### src/sv/itr_pkg.sv
// itr_pkg: shared types, constants and helpers for the integer to radix text block
// used by itr_front, itr_back, itr_outq and the top level; depends on nothing
`default_nettype none

package itr_pkg;

  // operand width and derived widths
  localparam int VALUE_WIDTH = 32;
  localparam int BASE_W      = 8;
  localparam int CH_W        = 7;
  localparam int DIGIT_W     = 4;
  localparam int RADIX_W     = 5;
  localparam int LG_W        = 3;

  // divider takes this many dividend bits per cycle
  localparam int DIV_BITS  = 8;
  localparam int DIV_STEPS = (VALUE_WIDTH + DIV_BITS - 1) / DIV_BITS;
  localparam int DIV_W     = DIV_STEPS * DIV_BITS;
  localparam int STEP_W    = $clog2(DIV_STEPS + 1);

  // digit stack: at most VALUE_WIDTH digits (radix two)
  localparam int STACK_AW = $clog2(VALUE_WIDTH);
  localparam int NDIG_W   = $clog2(VALUE_WIDTH + 1);

  // radix codes
  localparam logic [BASE_W-1:0] BASE_MIN = BASE_W'(2);
  localparam logic [BASE_W-1:0] BASE_MAX = BASE_W'(16);
  localparam logic [BASE_W-1:0] BASE_DEC = BASE_W'(10);
  localparam logic [BASE_W-1:0] BASE_B4  = BASE_W'(4);
  localparam logic [BASE_W-1:0] BASE_B8  = BASE_W'(8);

  // mode codes
  localparam logic FUNC_UNSIGNED = 1'b0;
  localparam logic FUNC_SIGNED   = 1'b1;

  // characters
  localparam logic [CH_W-1:0] CH_MINUS = 7'h2D;
  localparam logic [CH_W-1:0] CH_ZERO  = 7'h30;
  localparam logic [CH_W-1:0] CH_ALPHA = 7'h41;
  localparam logic [CH_W-1:0] CH_NONE  = 7'h00;

  // classified work for the back end
  typedef struct packed {
    logic                   bad;
    logic                   neg;
    logic                   pow2;
    logic [LG_W-1:0]        lg;
    logic [RADIX_W-1:0]     radix;
    logic [VALUE_WIDTH-1:0] mag;
  } cmd_t;

  // one result item
  typedef struct packed {
    logic [CH_W-1:0] ch;
    logic            last;
    logic            empty_res;
  } res_t;

  // digit value to ascii, 0-9 then A-F
  function automatic logic [CH_W-1:0] digit_char(input logic [DIGIT_W-1:0] d);
    logic [CH_W-1:0] c;
    if (d < DIGIT_W'(10)) begin
      c = CH_ZERO + CH_W'(d);
    end else begin
      c = CH_ALPHA + CH_W'(d - DIGIT_W'(10));
    end
    return c;
  endfunction

endpackage

`default_nettype wire

### src/sv/integer_to_radix_text.sv
// integer_to_radix_text: top level, front classifier, digit engine and result queue
// depends on itr_pkg, itr_front, itr_back, itr_outq
`default_nettype none

// Converts a 32-bit value to ASCII text in radix 2 to 16, most significant digit first,
// one character per result transaction with last marking the final one. In signed mode
// with radix 10 a negative value yields a leading '-'. An invalid radix yields one result
// with empty_res set. Up to two items queue at the input and two results at the output.
// Each digit is divided out by the shared divider, which retires 8 dividend bits per cycle,
// in radices that are not a power of two, and by a shift in radix 2, 4, 8 and 16.
// Playback from the digit stack then gives one character per cycle while the result queue
// is not full. One item is converted at a time.
module integer_to_radix_text (
  input  wire logic                            clk_i,
  input  wire logic                            rst_ni,
  input  wire logic                            push,
  output logic                                 full,
  input  wire logic                            func_i,
  input  wire logic [itr_pkg::VALUE_WIDTH-1:0] value_i,
  input  wire logic [itr_pkg::BASE_W-1:0]      base_i,
  output logic                                 empty,
  input  wire logic                            pop,
  output logic [itr_pkg::CH_W-1:0]             ch_o,
  output logic                                 last_o,
  output logic                                 empty_res_o
);

  itr_pkg::cmd_t cmd;
  itr_pkg::res_t res_in, res_out;
  logic          cmd_valid, cmd_take, res_push, res_full;

  // front: accept and classify
  itr_front u_front (
    .clk_i       (clk_i),
    .rst_ni      (rst_ni),
    .push        (push),
    .full        (full),
    .func_i      (func_i),
    .value_i     (value_i),
    .base_i      (base_i),
    .cmd_valid_o (cmd_valid),
    .cmd_o       (cmd),
    .cmd_take_i  (cmd_take)
  );

  // back: digit generation and playback
  itr_back u_back (
    .clk_i       (clk_i),
    .rst_ni      (rst_ni),
    .cmd_valid_i (cmd_valid),
    .cmd_i       (cmd),
    .cmd_take_o  (cmd_take),
    .res_push_o  (res_push),
    .res_o       (res_in),
    .res_full_i  (res_full)
  );

  // result queue
  itr_outq u_outq (
    .clk_i      (clk_i),
    .rst_ni     (rst_ni),
    .res_push_i (res_push),
    .res_i      (res_in),
    .res_full_o (res_full),
    .empty      (empty),
    .pop        (pop),
    .res_o      (res_out)
  );

  assign ch_o        = res_out.ch;
  assign last_o      = res_out.last;
  assign empty_res_o = res_out.empty_res;

endmodule

`default_nettype wire

### src/sv/itr_front.sv
// itr_front: accepts input transactions, classifies radix and sign, queues the work
// depends on itr_pkg
`default_nettype none

module itr_front (
  input  wire logic                           clk_i,
  input  wire logic                           rst_ni,
  input  wire logic                           push,
  output logic                                full,
  input  wire logic                           func_i,
  input  wire logic [itr_pkg::VALUE_WIDTH-1:0] value_i,
  input  wire logic [itr_pkg::BASE_W-1:0]     base_i,
  output logic                                cmd_valid_o,
  output itr_pkg::cmd_t                       cmd_o,
  input  wire logic                           cmd_take_i
);

  itr_pkg::cmd_t cls;
  itr_pkg::cmd_t q_mem [2];
  logic          wr_q, rd_q;
  logic [1:0]    cnt_q;
  logic          do_push, do_pop;

  // classify the incoming transaction
  always_comb begin
    cls       = '0;
    cls.bad   = (base_i < itr_pkg::BASE_MIN) || (base_i > itr_pkg::BASE_MAX);
    cls.neg   = (func_i == itr_pkg::FUNC_SIGNED) && (base_i == itr_pkg::BASE_DEC) &&
                value_i[itr_pkg::VALUE_WIDTH-1];
    cls.mag   = cls.neg ? (~value_i + itr_pkg::VALUE_WIDTH'(1)) : value_i;
    cls.radix = base_i[itr_pkg::RADIX_W-1:0];
    cls.pow2  = 1'b1;
    case (base_i)
      itr_pkg::BASE_MIN: cls.lg = itr_pkg::LG_W'(1);
      itr_pkg::BASE_B4:  cls.lg = itr_pkg::LG_W'(2);
      itr_pkg::BASE_B8:  cls.lg = itr_pkg::LG_W'(3);
      itr_pkg::BASE_MAX: cls.lg = itr_pkg::LG_W'(4);
      default: begin
        cls.lg   = '0;
        cls.pow2 = 1'b0;
      end
    endcase
  end

  assign full        = (cnt_q == 2'd2);
  assign cmd_valid_o = (cnt_q != 2'd0);
  assign cmd_o       = q_mem[rd_q];
  assign do_push     = push && !full;
  assign do_pop      = cmd_take_i && cmd_valid_o;

  // two-entry work queue
  always_ff @(posedge clk_i or negedge rst_ni) begin
    if (!rst_ni) begin
      wr_q  <= 1'b0;
      rd_q  <= 1'b0;
      cnt_q <= 2'd0;
    end else begin
      if (do_push) begin
        wr_q <= ~wr_q;
      end
      if (do_pop) begin
        rd_q <= ~rd_q;
      end
      cnt_q <= cnt_q + 2'(do_push) - 2'(do_pop);
    end
  end

  // queue payload, no reset
  always_ff @(posedge clk_i) begin
    if (do_push) begin
      q_mem[wr_q] <= cls;
    end
  end

endmodule

`default_nettype wire

### src/sv/itr_back.sv
// itr_back: digit engine; divides out digits into a stack, then plays them back msd first
// depends on itr_pkg
`default_nettype none

module itr_back (
  input  wire logic          clk_i,
  input  wire logic          rst_ni,
  input  wire logic          cmd_valid_i,
  input  wire itr_pkg::cmd_t cmd_i,
  output logic               cmd_take_o,
  output logic               res_push_o,
  output itr_pkg::res_t      res_o,
  input  wire logic          res_full_i
);

  typedef enum logic [2:0] {
    ST_IDLE,
    ST_BAD,
    ST_DIV,
    ST_SIGN,
    ST_RD,
    ST_OUT
  } state_e;

  state_e                          state_q;
  logic [itr_pkg::DIV_W-1:0]       dv_q, dv_d;
  logic [itr_pkg::RADIX_W-1:0]     rem_q, rem_d;
  logic [itr_pkg::RADIX_W-1:0]     radix_q;
  logic [itr_pkg::LG_W-1:0]        lg_q;
  logic                            pow2_q, neg_q;
  logic [itr_pkg::STEP_W-1:0]      step_q;
  logic [itr_pkg::NDIG_W-1:0]      cnt_q, cnt_m1, cnt_m2;
  logic [itr_pkg::DIGIT_W-1:0]     stack [itr_pkg::VALUE_WIDTH];
  logic [itr_pkg::DIGIT_W-1:0]     rd_data_q, digit;
  logic [itr_pkg::STACK_AW-1:0]    rd_addr;
  logic                            digit_done, res_want;

  // eight restoring steps of the radix division per cycle, or a shift in power-of-two radices
  always_comb begin
    logic [itr_pkg::DIV_BITS-1:0]  top, qb;
    logic [itr_pkg::RADIX_W:0]     t;
    logic [itr_pkg::RADIX_W-1:0]   r;
    top = dv_q[itr_pkg::DIV_W-1 -: itr_pkg::DIV_BITS];
    r   = rem_q;
    qb  = '0;
    for (int i = itr_pkg::DIV_BITS - 1; i >= 0; i--) begin
      t = {r, top[i]};
      if (t >= {1'b0, radix_q}) begin
        t     = t - {1'b0, radix_q};
        qb[i] = 1'b1;
      end
      r = t[itr_pkg::RADIX_W-1:0];
    end
    if (pow2_q) begin
      dv_d  = dv_q >> lg_q;
      rem_d = '0;
      digit = dv_q[itr_pkg::DIGIT_W-1:0] & itr_pkg::DIGIT_W'(radix_q - itr_pkg::RADIX_W'(1));
    end else begin
      dv_d  = (dv_q << itr_pkg::DIV_BITS) | itr_pkg::DIV_W'(qb);
      rem_d = r;
      digit = r[itr_pkg::DIGIT_W-1:0];
    end
  end

  assign digit_done = pow2_q || (step_q == itr_pkg::STEP_W'(itr_pkg::DIV_STEPS - 1));
  assign cnt_m1     = cnt_q - itr_pkg::NDIG_W'(1);
  assign cnt_m2     = cnt_q - itr_pkg::NDIG_W'(2);

  // result side of the engine
  always_comb begin
    res_o    = '0;
    res_want = 1'b0;
    case (state_q)
      ST_BAD: begin
        res_want        = 1'b1;
        res_o.ch        = itr_pkg::CH_NONE;
        res_o.last      = 1'b1;
        res_o.empty_res = 1'b1;
      end
      ST_SIGN: begin
        res_want = 1'b1;
        res_o.ch = itr_pkg::CH_MINUS;
      end
      ST_OUT: begin
        res_want   = 1'b1;
        res_o.ch   = itr_pkg::digit_char(rd_data_q);
        res_o.last = (cnt_q == itr_pkg::NDIG_W'(1));
      end
      default: res_want = 1'b0;
    endcase
  end

  assign res_push_o = res_want && !res_full_i;
  assign cmd_take_o = (state_q == ST_IDLE) && cmd_valid_i;
  assign rd_addr    = (state_q == ST_OUT && res_push_o) ? cnt_m2[itr_pkg::STACK_AW-1:0]
                                                        : cnt_m1[itr_pkg::STACK_AW-1:0];

  // digit stack, registered read
  always_ff @(posedge clk_i) begin
    if (state_q == ST_DIV && digit_done) begin
      stack[cnt_q[itr_pkg::STACK_AW-1:0]] <= digit;
    end
    rd_data_q <= stack[rd_addr];
  end

  // sequencer
  always_ff @(posedge clk_i or negedge rst_ni) begin
    if (!rst_ni) begin
      state_q <= ST_IDLE;
      cnt_q   <= '0;
      step_q  <= '0;
      neg_q   <= 1'b0;
      pow2_q  <= 1'b0;
      lg_q    <= '0;
      radix_q <= '0;
      rem_q   <= '0;
      dv_q    <= '0;
    end else begin
      case (state_q)
        ST_IDLE: begin
          if (cmd_valid_i) begin
            neg_q   <= cmd_i.neg;
            pow2_q  <= cmd_i.pow2;
            lg_q    <= cmd_i.lg;
            radix_q <= cmd_i.radix;
            dv_q    <= itr_pkg::DIV_W'(cmd_i.mag);
            rem_q   <= '0;
            step_q  <= '0;
            cnt_q   <= '0;
            state_q <= cmd_i.bad ? ST_BAD : ST_DIV;
          end
        end
        ST_BAD: begin
          if (res_push_o) begin
            state_q <= ST_IDLE;
          end
        end
        ST_DIV: begin
          dv_q <= dv_d;
          if (digit_done) begin
            cnt_q  <= cnt_q + itr_pkg::NDIG_W'(1);
            rem_q  <= '0;
            step_q <= '0;
            if (dv_d == '0) begin
              state_q <= neg_q ? ST_SIGN : ST_RD;
            end
          end else begin
            rem_q  <= rem_d;
            step_q <= step_q + itr_pkg::STEP_W'(1);
          end
        end
        ST_SIGN: begin
          if (res_push_o) begin
            state_q <= ST_RD;
          end
        end
        ST_RD: begin
          state_q <= ST_OUT;
        end
        ST_OUT: begin
          if (res_push_o) begin
            cnt_q <= cnt_m1;
            if (cnt_q == itr_pkg::NDIG_W'(1)) begin
              state_q <= ST_IDLE;
            end
          end
        end
        default: state_q <= ST_IDLE;
      endcase
    end
  end

endmodule

`default_nettype wire

### src/sv/itr_outq.sv
// itr_outq: two-entry result queue that decouples the digit engine from the consumer
// depends on itr_pkg
`default_nettype none

module itr_outq (
  input  wire logic          clk_i,
  input  wire logic          rst_ni,
  input  wire logic          res_push_i,
  input  wire itr_pkg::res_t res_i,
  output logic               res_full_o,
  output logic               empty,
  input  wire logic          pop,
  output itr_pkg::res_t      res_o
);

  itr_pkg::res_t q_mem [2];
  logic          wr_q, rd_q;
  logic [1:0]    cnt_q;
  logic          do_push, do_pop;

  assign res_full_o = (cnt_q == 2'd2);
  assign empty      = (cnt_q == 2'd0);
  assign res_o      = q_mem[rd_q];
  assign do_push    = res_push_i && !res_full_o;
  assign do_pop     = pop && !empty;

  // pointers and fill count
  always_ff @(posedge clk_i or negedge rst_ni) begin
    if (!rst_ni) begin
      wr_q  <= 1'b0;
      rd_q  <= 1'b0;
      cnt_q <= 2'd0;
    end else begin
      if (do_push) begin
        wr_q <= ~wr_q;
      end
      if (do_pop) begin
        rd_q <= ~rd_q;
      end
      cnt_q <= cnt_q + 2'(do_push) - 2'(do_pop);
    end
  end

  // payload, no reset
  always_ff @(posedge clk_i) begin
    if (do_push) begin
      q_mem[wr_q] <= res_i;
    end
  end

endmodule

`default_nettype wire

### config.mk
export PLATFORM = sky130hd
export DESIGN_NAME = integer_to_radix_text
export DESIGN_NICKNAME = d
export VERILOG_FILES = /design/src/sv/itr_pkg.sv /design/src/sv/integer_to_radix_text.sv /design/src/sv/itr_front.sv /design/src/sv/itr_back.sv /design/src/sv/itr_outq.sv
export SDC_FILE = /design/constraint.sdc
export NUM_CORES = 1
export LEC_CHECK = 0
export ABC_CLOCK_PERIOD_IN_PS = 27400
export BUFFER_PORTS_ARGS = -buffer_cell sky130_fd_sc_hd__clkbuf_2
export CORE_ASPECT_RATIO = 0.75
export CORE_UTILIZATION = 50
export DETAILED_ROUTE_END_ITERATION = 8
export GPL_TIMING_DRIVEN = 0
export HOLD_SLACK_MARGIN = 0.03
export PLACE_DENSITY_LB_ADDON = 0.05
export REMOVE_ABC_BUFFERS = 1
export SLEW_MARGIN = 30
export SYNTH_ARGS = -nofsm -noshare
export SYNTH_HDL_FRONTEND = slang
export SYNTH_SLANG_ARGS = --single-unit
export TNS_END_PERCENT = 100
### constraint.sdc
create_clock -name clk_i -period 27.4 [get_ports clk_i]
set_clock_uncertainty 0.05 [all_clocks]
set_input_delay 8.22 -clock clk_i [delete_from_list [all_inputs] [get_ports clk_i]]
set_output_delay 8.22 -clock clk_i [all_outputs]
set_load 0.01 [all_outputs]
Yosys cells after proc, flatten, opt, wreduce, memory -nomap -nowiden --
Memory sizes are Yosys's and may differ from the RTL's. A register that Yosys moved wholly into a read port is not among the register bits. Index checks and enable logic that the tools add are counted.
Word-level totals: memories 3, output and inout bits 11, bits in registers 67, bits of input ports 45, memory bits (writable) 232, logic and storage cells 162
Memory list:
- u_back.stack | words 32, bits a word 4, read ports 1, clocked after memory_dff 1, write ports 1, line itr_back.sv:33 | logic [itr_pkg::DIGIT_W-1:0] stack [itr_pkg::VALUE_WIDTH];
- u_front.q_mem | words 2, bits a word 43, read ports 1, clocked after memory_dff 0, write ports 1, line itr_front.sv:19 | itr_pkg::cmd_t q_mem [2];
- u_outq.q_mem | words 2, bits a word 9, read ports 1, clocked after memory_dff 0, write ports 1, line itr_outq.sv:16 | itr_pkg::res_t q_mem [2];
Operators by class: order comparisons 11, $add $sub $neg 21, bitwise operators 7, shift-type cells 1, muxes and demuxes 56, eq/ne operators 21, reduce and logical (&&, ||, !) cells 27
Operators with widths (count):
- 32-bit two-way mux | 3
- 32-bit case mux with 2 select lines | 1
- 5-bit two-way mux | 12
- 6-bit by 5-bit >= comparator with 1-bit output | 8
- 5-bit subtractor | 8
- 32-bit by 1-bit adder with 32-bit output, second input constant | 1
- 32-bit zero test | 1
- 32-bit inverter | 1
- 32-bit by 8-bit OR with 32-bit output | 1
- 32-bit by 3-bit right shift with 32-bit output | 1
- 3-bit two-way mux | 10
- 6-bit two-way mux | 3
- 3-bit case mux with 6 select lines | 1
- 6-bit case mux with 3 select lines | 1
- 1-bit two-way mux | 17
- 8-bit by 4-bit == test with 1-bit output, second input constant | 2
- 7-bit case mux with 2 select lines | 1
- 2-bit by 1-bit inequality test with 1-bit output, second input constant | 6
- 3-bit case mux with 4 select lines | 1
- 1-bit logical AND | 10
- 5-bit case mux with 2 select lines | 1
- 3-bit by 2-bit == test with 1-bit output, second input constant | 3
- 8-bit by 2-bit == test with 1-bit output, second input constant | 1
- 8-bit by 3-bit == test with 1-bit output, second input constant | 1
- other kinds (37) | 49

Logic depth before layout (Yosys ltp) --
Gate-level depths: netlist (run 1).
word-level depth 22, gate-level depth with buffers 76

By module --
From an unflattened synthesis (run 1), not the netlist that was laid out.
Second synthesis, totals: cells, all modules 1374, area total of the unflattened synthesis 16901.2 um2
Modules (own cells, without submodules):
- itr_back | sequential area each 5400.2 um2, area an instance 11871.4 um2, instances 1, cells an instance 1055
- itr_front | sequential area each 2682.6 um2, area an instance 4180.3 um2, instances 1, cells an instance 273
- itr_outq | sequential area each 640.6 um2, area an instance 849.6 um2, instances 1, cells an instance 46

Worst setup path after synthesis (run 1) --
Ideal clock, no wire load.
kind register -> register, from register u_back.radix_q[1] (netlist name), to memory u_back.stack[0][2] (netlist name) (data pin), buffers on the path 3, data required time 26.952 ns, stages on the path, launching flop included 68, setup slack 12.389 ns, period minus slack after synthesis 15.011 ns, arrival 14.564 ns, cell sequence dfrtp_1 inv_1 fa_1 a21oi_1 or2_0 clkbuf_1 nand2_2 o21ai_0 fa_1 nor2b_1 o21ai_0 a31oi_1 nor3_4 buf_4 mux2_2 fa_1 nand2b_1 a21oi_1 [... 32 more ...] ha_1 nand2_1 a21boi_0 o21ai_0 nand2b_1 a21oi_1 a21oi_1 or2_2 ha_1 a21boi_0 o21ai_0 nand2b_1 a21oi_1 nand2_1 or2_2 o221ai_2 o211ai_1 a31oi_1
On the way: longest elaborated chain between the ends 17
RTL lines:
- start, declared | line itr_back.sv:28 | logic [itr_pkg::RADIX_W-1:0] radix_q;
- start signal, assigned | line itr_back.sv:125 | radix_q <= cmd_i.radix;
- 5-bit subtractor or 6-bit by 5-bit >= comparator with 1-bit output (tied branches) | line itr_back.sv:49, itr_back.sv:48
- 5-bit two-way mux | line itr_back.sv:48 | if (t >= {1'b0, radix_q}) begin
- 5-bit subtractor or 6-bit by 5-bit >= comparator with 1-bit output (tied branches) | line itr_back.sv:49, itr_back.sv:48
- 5-bit two-way mux | line itr_back.sv:48
- 5-bit subtractor or 6-bit by 5-bit >= comparator with 1-bit output (tied branches) | line itr_back.sv:49, itr_back.sv:48
- 5-bit two-way mux | line itr_back.sv:48
- 5-bit subtractor or 6-bit by 5-bit >= comparator with 1-bit output (tied branches) | line itr_back.sv:49, itr_back.sv:48
- 5-bit two-way mux | line itr_back.sv:48
- [... 2 more ...]
- 5-bit subtractor or 6-bit by 5-bit >= comparator with 1-bit output (tied branches) | line itr_back.sv:49, itr_back.sv:48
- 5-bit two-way mux | line itr_back.sv:48
- 6-bit by 5-bit >= comparator with 1-bit output or 5-bit subtractor (tied branches) | line itr_back.sv:48, itr_back.sv:49
- 5-bit two-way mux | line itr_back.sv:48
- 5-bit subtractor or 6-bit by 5-bit >= comparator with 1-bit output (tied branches) | line itr_back.sv:49, itr_back.sv:48
- 5-bit two-way mux | line itr_back.sv:48
- 4-bit two-way mux (*) | line itr_back.sv:54 | if (pow2_q) begin
- named net u_back.digit, one bit | line itr_back.sv:34 | logic [itr_pkg::DIGIT_W-1:0] rd_data_q, digit;
- end, declared | line itr_back.sv:33
Mark *: on every way through the listed nets, which the timed path passes. The rest lies on a longest branch.

Worst setup path in the final report (run 1) --
from register u_back.radix_q[1] (netlist name), to memory u_back.stack[0][1] (netlist name) (data pin)
Same word-level chain as after synthesis.

==> results of run 1 <==
## state kept, by name, indices dropped and copies added, names as in the netlist
| register | flops |
|---|---|
| u_back.rem_q | 5 |
| u_back.state_q | 3 |
| u_outq.cnt_q | 2 |
| u_back.step_q | 3 |
| u_back.stack | 128 |
| u_front.rd_q | 1 |
| u_back.dv_q | 32 |
| u_back.neg_q | 1 |
| u_back.pow2_q | 1 |
| u_back.lg_q | 3 |
| u_outq.q_mem | 18 |
| u_back.radix_q | 5 |
| u_back.rd_data_q | 4 |
| u_front.q_mem | 86 |
| u_outq.wr_q | 1 |
| u_outq.rd_q | 1 |
| u_back.cnt_q | 6 |
| u_front.cnt_q | 2 |
| u_front.wr_q | 1 |
## metrics by stage
| step | setup WS [ps] | util (%) | hold slack, ps | cells | area [µm²] |
|---|---|---|---|---|---|
| finish | 9930 | 57.3 | 439 | 1960 | 19200 |
| global route | 8490 | 57.3 | 466 | 1960 | 19200 |
| CTS | 10070 | 57.2 | 442 | 1960 | 19200 |
| detailed placement | 10130 | 54.2 | 428 | 1902 | 18200 |
| global placement | 8290 | 52.6 | 416 | 1881 | 17600 |
| floorplan | 12430 | - | 400 | 1376 | 16800 |
## tightest hold or removal path, cell delays in order, from the launching register on
cell	delay (ps)
dfrtp_1	350
nand2_1	50
o21ai_0	60
## cells in the final DEF (no fill, tap or decap), types with 31 or more instances in the layout
master     instances
clkbuf_2          54
edfxtp_1         232
nor2_1           119
xnor2_1           44
clkbuf_16         31
inv_1             56
mux2i_1           90
dfrtp_1           62
o211ai_1          38
ha_1              60
o21ai_0           92
mux4_2            53
a21oi_1           82
nand2_1          123
## worst paths after layout
path | endpoint | slack [ps] | from
worst max-delay path | u_back.stack[0][1]$_DFFE_PP_ | 9930 | u_back.radix_q[1]$_DFFE_PN0P_
worst min-delay path | u_back.radix_q[3]$_DFFE_PN0P_ | 440 | u_back.radix_q[3]$_DFFE_PN0P_
worst max register to register | u_back.stack[0][1]$_DFFE_PP_ | 9930 | u_back.radix_q[1]$_DFFE_PN0P_
worst min register to register | u_back.radix_q[3]$_DFFE_PN0P_ | 440 | u_back.radix_q[3]$_DFFE_PN0P_
max in group asynchronous | u_back.rem_q[3]$_DFFE_PN0P_ | 19250 | rst_ni
min in group asynchronous | u_back.dv_q[23]$_DFFE_PN0P_ | 7590 | rst_ni
## per-layer routing
metal  up-vias  global-route usage (%)  share of wire [%]
li1       5542                       -                  -
met1      5673                    38.3                 53
met2       267                    31.5                 40
met3        38                    3.61                5.1
met4         0                    3.90                1.4
met5         -                       0                  0
## synthesized netlist by cell type, types with 4 or more instances
library cell and count:
a211oi_2 4, a21boi_0 4, a21o_1 15, a21oi_1 83, a22oi_1 6, a31oi_1 10, and2_1 5, and3_1 6
buf_1 12, clkbuf_1 51, dfrtp_1 67, dfxtp_1 4, edfxtp_1 232, fa_1 8, ha_1 60, inv_1 58
mux2_2 26, mux2i_1 90, mux4_2 53, nand2_1 123, nand2b_1 13, nand3_1 25, nand3b_1 7, nand4_1 9
nor2_1 121, nor2b_1 11, nor3_1 17, nor4_1 4, o211ai_1 38, o21ai_0 92, o21ai_1 4, o221ai_1 11
o31a_1 5, o31ai_1 9, o31ai_2 4, or2_2 8, or3_1 5, xnor2_1 45, xor2_1 29
## layout make-up
cell class	count	share of cell area, %
inverter	59	1.15
multi-input combinational	1014	41.5
clock buffer	35	4.17
timing repair buffer	76	3.66
tap	450	2.93
clock inverter	23	1.09
sequential	303	45.5
## logic make-up after synthesis
family | synth area share (%)
multiplexers | 14.1
flip-flops | 51.1
AO/OA/AOI/OAI | 12.8
adder cells (fa/ha/maj) | 5.34
AND/OR/NAND/NOR | 9.95
XOR/XNOR | 3.80
buffers and inverters | 2.93
==> flow_summary.ini, run 1 <==
[outcome]
status = finished, final reports clean

[min_path]
hold_path_class = flop to flop
hold_depth = 2

[grt]
grtUsageTotal_pct = 23.0
grt_max_degree = 68
grt-ovfl-total = 0
antenna_found_initial = 0
grt_pass1_vias = 10900
grt_pass1_wl_um = 62900

[yosys]
synthTopCellsByArea = edfxtp_1 41%, dfrtp_1 9.8%, mux4_2 7.0%, mux2i_1 5.3%, ha_1 4.4%
seq_area_frac_synth_pct = 51.1
synth_edf_count = 232
async_flop_share_pct = 22.1
syn_area_per_cell_um2 = 11.8
ys_seq_elements = 303
synth_flop_cell = edfxtp_1
ys_types = 88
yosysTopAreaCell = edfxtp_1
syn_area_um2 = 17100
synthCells = 1445
synth_top_area_share_pct = 40.8
ys_warn_count = 0

[critical_path]
worstPathArrival_ps = 17850
critPathTopFamily = compound AO/OA/AOI/OAI gates
cp_slowest_stage_delay_ps = 850
cp_num_cells = 65
cp-start-kind = flop
path_max_fanout = 24
worstSetupEndpointType = flop
crit_slowest_cell = dfrtp_1
worst-path-buf-inv = 7
path_common_cell = a21oi_1
ff2ff_path_depth = 65
path_class = flop to flop
worstPathRequired_ps = 27770

[clock_network]
cts_buffers = 31
cts_tree = done
clockRootBuffer = clkbuf_16
ctsResizeCount = 0
hold_buffers = 0
htreeDepth = 1
clkLatencyLatePin_ps = 580
clock-sinks = 303
cts_buffer_depth = 3
post-cts-setup-buffers = 0
clk_pin_slew_ps = 60

[floorplan]
dieHeight_um = 162
dieArea_um2 = 34900
ios = 56
placementRows = 58
core_um2 = 33500
initial_core_util_pct = 50.9
die_w_um = 215

[cells_and_area]
multi_input_area_um2 = 7970
final_layout_size_suffix_gt1_share_pct = 17.2
insertedDiodeCount = 0
nFillCells = 2811
area.growth.synth_to_final_pct = 12.5
num-nets-final = 1598
seq_area_um2 = 8730

[sta]
timing.fmax_ghz = 0.0572
rsz0062_at_grt = false
relSlewSlack_pct = 39.2
finalHoldViolations = 0
finalCriticalPeriod_ps = 17470
fin_crit_sh_pct = 63.8
worst_pin_slew_ps = 910
finalSetupTns_ps = 0
setup_violations = 0
report.final.slew_viol_count = 0

[routing]
ant_nets = 0
wl_um = 39700
drtIter0Drc = 885
drc_errors = 0
wire_per_inst_um = 20.3
vias = 11500
drt-vias-per-instance = 5.88
first_pass_iters = 5

[placed_design]
io_buffers = 55
gp_congestion = 0.879
dp_hpwl_um = 29000

[run]
drv_cap = 0
Power of run 1 is not shown: default switching activity piles up to over one toggle a cycle in this logic, so the estimate is an artifact.
==> inputs of run 2 (changes only) <==
ABC_CLOCK_PERIOD_IN_PS = 16900   (was 27400)
clock period = 16.9 ns   (was 27.4 ns; I/O delays follow)
==> flow_summary.ini, run 2 (synthesis gave the netlist of run 1 again) <==
[clock_network]
htreeDepth = 1
cts_buffer_depth = 3
clockRootBuffer = clkbuf_16
hold_buffers = 0
clk_pin_slew_ps = 70
cts_buffers = 31
clock-sinks = 303
cts_tree = done
clkLatencyLatePin_ps = 580

[critical_path]
r2r_start = u_back.dv_q[31]$_DFFE_PN0P_
worstPathRequired_ps = 17160
cp_slowest_stage_delay_ps = 500
path_max_fanout = 24
worstSetupStartpoint = u_back.dv_q[31]$_DFFE_PN0P_
worstPathArrival_ps = 16140
cp-start-kind = flop
worstSetupEndpointType = flop
crit_slowest_cell = or3_4
path_class = flop to flop

[placed_design]
dp_hpwl_um = 29000
placed_area_um2 = 18200
io_buffers = 55
dp_cells = 1902
gp_congestion = 0.879

[sta]
hold_ws_ps = 439
finalCriticalPeriod_ps = 15890
finalHoldViolations = 0
report.final.slew_viol_count = 0
setup_violations = 0
worst_pin_slew_ps = 907
rsz0062_at_grt = false
relSlewSlack_pct = 39.4
timing.fmax_ghz = 0.0629
fin_crit_sh_pct = 94.0

[routing]
wl_um = 39800
first_pass_iters = 5
wire_per_inst_um = 20.1
drt-vias-per-instance = 5.89
drtIter0Drc = 914
vias = 11600
drc_errors = 0
ant_nets = 0

[floorplan]
placementRows = 58
dieArea_um2 = 34900
die_w_um = 215
initial_core_util_pct = 50.9
ios = 56
core_um2 = 33500
dieHeight_um = 162

[cells_and_area]
area.growth.synth_to_final_pct = 13.7
multi_input_area_um2 = 8040
nFillCells = 2791
final_layout_size_suffix_gt1_share_pct = 18.4
finalNonFillerCells = 1973
final_common_cell = edfxtp_1
num-nets-final = 1611
insertedDiodeCount = 0
fin_area_um2 = 19400
final_cell_mix = 232 x edfxtp_1, 123 x nand2_1, 119 x nor2_1, 90 x o21ai_0, 90 x mux2i_1
seq_area_um2 = 8740
largest_register_ffs = 128

[grt]
grt_pass1_vias = 10900
grt-ovfl-total = 0
antenna_found_initial = 0
grt_max_degree = 68
grt_pass1_wl_um = 62900
grtUsageTotal_pct = 23.0

[outcome]
status = finished, final reports clean

[run]
drv_cap = 0

[min_path]
min_from = u_back.radix_q[3]$_DFFE_PN0P_
hold_path_class = flop to flop
run 2: cell types whose count changed in the layout (fill, tap and decap cells not counted), sizes merged:
cell,before,now
inv,62,61
buf,21,34
clkinvlp,3,4
run 2: through the flow:
stage	setup slack, ps	setup TNS, ps	utilization [%]
finish	1010	0	57.9
global route	2.79	0	57.9
CTS	174	0	57.3
detailed placement	-367	-34590	54.2
global placement	-2210	-258010	52.6
floorplan	1930	0	-
run 2: cell type report:
type / count / area share [%]
inverters: 59 / 1.16
clock buffers: 35 / 4.13
clock inverters: 23 / 1.08
repair buffers: 89 / 4.26
multi-input cells: 1014 / 41.4
flip-flops and latches: 303 / 45.0
well taps: 450 / 2.90
run 2: final timing paths:
kind	depth (start not counted)	slack [ps]	to
min in group asynchronous	1	4440	u_back.dv_q[23]$_DFFE_PN0P_
max in group asynchronous	1	11900	u_back.rem_q[3]$_DFFE_PN0P_
worst min register to register	2	440	u_back.radix_q[3]$_DFFE_PN0P_
worst max-delay path	69	1010	u_back.stack[16][3]$_DFFE_PP_
worst min-delay path	2	440	u_back.radix_q[3]$_DFFE_PN0P_
worst max register to register	69	1010	u_back.stack[16][3]$_DFFE_PP_
run 2: layer usage:
metal | wire length (µm) | share of wire [%] | vias to the layer above | track usage, %
met3 | 2240 | 5.6 | 35 | 3.61
met2 | 16100 | 41 | 283 | 31.5
met5 | 0 | 0 | - | 0
met1 | 20900 | 53 | 5735 | 38.3
li1 | - | - | 5568 | -
met4 | 483 | 1.2 | 0 | 3.90
run 2: what timing repair did:
item / CTS / global route
gates resized for setup: 2 / 14
pin swaps: 0 / 4
buffers inserted: 0 / 13
endpoints found under the setup margin: 128 / 137
run 2: worst max-delay path, delay by kind of cell (launching register included):
family / cells / cell delay, ps
fa+ha+maj: 9 / 3250
flops: 1 / 490
mux: 4 / 1560
buf+inv: 8 / 1070
simple gates: 23 / 4300
compound gates: 25 / 4850
Power of run 2 is left out for the same reason.
==> inputs of run 3 (changes only) <==
REMOVE_ABC_BUFFERS = not set   (was 1)
==> flow_summary.ini, run 3 (synthesis gave the netlist of run 1 again) <==
[critical_path]
ff2ff_path_depth = 71
r2r_start = u_back.dv_q[31]$_DFFE_PN0P_
worstSetupEndpointType = flop
path_common_cell = inv_1
crit_slowest_cell = dfrtp_1
cp_slowest_stage_delay_ps = 540
regToRegSetupSlack_ps = 1180
path_max_fanout = 26
timing.rr.end = u_back.stack[0][1]$_DFFE_PP_
worstSetupStartpoint = u_back.dv_q[31]$_DFFE_PN0P_
worstPathRequired_ps = 17150
worstPathArrival_ps = 15980
path_class = flop to flop
cp-start-kind = flop
crit_end = u_back.stack[0][1]$_DFFE_PP_

[run]
drv_cap = 0

[cells_and_area]
largest_register_ffs = 128
nFillCells = 2796
insertedDiodeCount = 0
area.growth.synth_to_final_pct = 12.8
num-nets-final = 1662
final_layout_size_suffix_gt1_share_pct = 16.1
final_common_cell = edfxtp_1
final_cell_mix = 232 x edfxtp_1, 123 x nand2_1, 120 x nor2_1, 89 x o21ai_0, 89 x mux2i_1

[floorplan]
placementRows = 58
dieHeight_um = 162
ios = 56
initial_core_util_pct = 50.9
dieArea_um2 = 34900
core_um2 = 33500
die_w_um = 215

[grt]
grt_pass1_vias = 11500
grt_pass1_wl_um = 66400
grtUsageTotal_pct = 24.5
antenna_found_initial = 0
grt-ovfl-total = 0
grt_max_degree = 44

[routing]
ant_nets = 0
wire_per_inst_um = 20.8
drc_errors = 0
wl_um = 42100
first_pass_iters = 5
drtIter0Drc = 1128
drt-vias-per-instance = 6.00
vias = 12100

[clock_network]
clockRootBuffer = clkbuf_16
cts_buffer_depth = 3
cts_buffers = 30
htreeDepth = 1
cts_tree = done
clkLatencyLatePin_ps = 580
clk_pin_slew_ps = 70
clock-sinks = 303

[sta]
setup_violations = 0
report.final.slew_viol_count = 0
finalCriticalPeriod_ps = 15720
worst_pin_slew_ps = 865
worst_slack_ps = 1180
fin_crit_sh_pct = 93.0
relSlewSlack_pct = 42.1
timing.fmax_ghz = 0.0636
finalHoldViolations = 0
rsz0062_at_grt = false

[placed_design]
dp_hpwl_um = 31300
io_buffers = 55
gp_congestion = 0.970
pre_cts_ws_ps = -127

[min_path]
hold_path_class = flop to flop

[yosys]
syn-num-nets = 1558

[outcome]
status = finished, final reports clean
## run 3: cell count changes in the layout (fill, tap and decap cells not counted), moves of 3 or more
cell and change:
dfrtp_1 +6, buf_8 -3, buf_1 +12, buf_2 +3
buf_12 -4, buf_16 -5, clkbuf_1 +54, dfrtp_2 -4
## run 3: stage by stage
stage	hold WS (ps)	util (%)	cells	cell area, µm²	setup TNS, ps
4_1_cts	442	57.0	2013	19100	0
6_report	436	57.4	2022	19200	0
2_1_floorplan	400	-	1445	17100	0
5_1_grt	473	57.4	2022	19200	0
3_3_place_gp	419	53.4	1950	17900	-202830
3_5_place_dp	429	54.1	1958	18100	-6560
## run 3: worst min-delay path by stage
| stage | slack [ps] | cells after the start | end | start |
|---|---|---|---|---|
| 2_1_floorplan | 400 | 2 | u_back.radix_q[3]$_DFFE_PN0P_ | u_back.radix_q[3]$_DFFE_PN0P_ |
| 3_3_place_gp | 420 | 2 | u_back.step_q[2]$_DFFE_PN0P_ | u_back.step_q[2]$_DFFE_PN0P_ |
| 3_5_place_dp | 430 | 2 | u_back.radix_q[3]$_DFFE_PN0P_ | u_back.radix_q[3]$_DFFE_PN0P_ |
| 4_1_cts | 440 | 2 | u_back.radix_q[3]$_DFFE_PN0P_ | u_back.radix_q[3]$_DFFE_PN0P_ |
| 5_1_grt | 470 | 2 | u_back.radix_q[3]$_DFFE_PN0P_ | u_back.radix_q[3]$_DFFE_PN0P_ |
| 6_report | 440 | 2 | u_back.radix_q[3]$_DFFE_PN0P_ | u_back.radix_q[3]$_DFFE_PN0P_ |
## run 3: area by class of cell
type                       instances  area, µm²  share of cell area, %
sequential                       303       8720                   45.3
multi-input combinational       1014       7990                   41.5
clock buffer                      37        777                   4.04
tap                              450        563                   2.93
timing repair buffer              72        508                   2.64
buffer                            69        279                   1.45
inverter                          59        225                   1.17
clock inverter                    18        178                  0.923
## run 3: critical path: cells and delay by family, from the launching register on
kind                     cells  cell delay, ps
buffers and inverters       11            1630
adder cells (fa/ha/maj)      9            3050
AO/OA/AOI/OAI               25            5090
flip-flops                   1             540
AND/OR/NAND/NOR             22            3600
multiplexers                 4            1470
## run 3: timing repair
| item | CTS | global route |
|---|---|---|
| pin swaps | 0 | 4 |
| setup buffers | 0 | 9 |
| hold buffers | 0 | 0 |
| resized for setup | 1 | 17 |
| setup endpoints to repair | 88 | 137 |
| gates cloned | 0 | 0 |
## run 3: layer usage
layer	up-vias	routed length, µm	track usage (%)
li1	5658	-	-
met2	431	17600	34.7
met1	6002	21100	39.7
met5	-	0	0
met4	0	555	4.61
met3	41	2810	3.54
Power of run 3 is left out for the same reason.
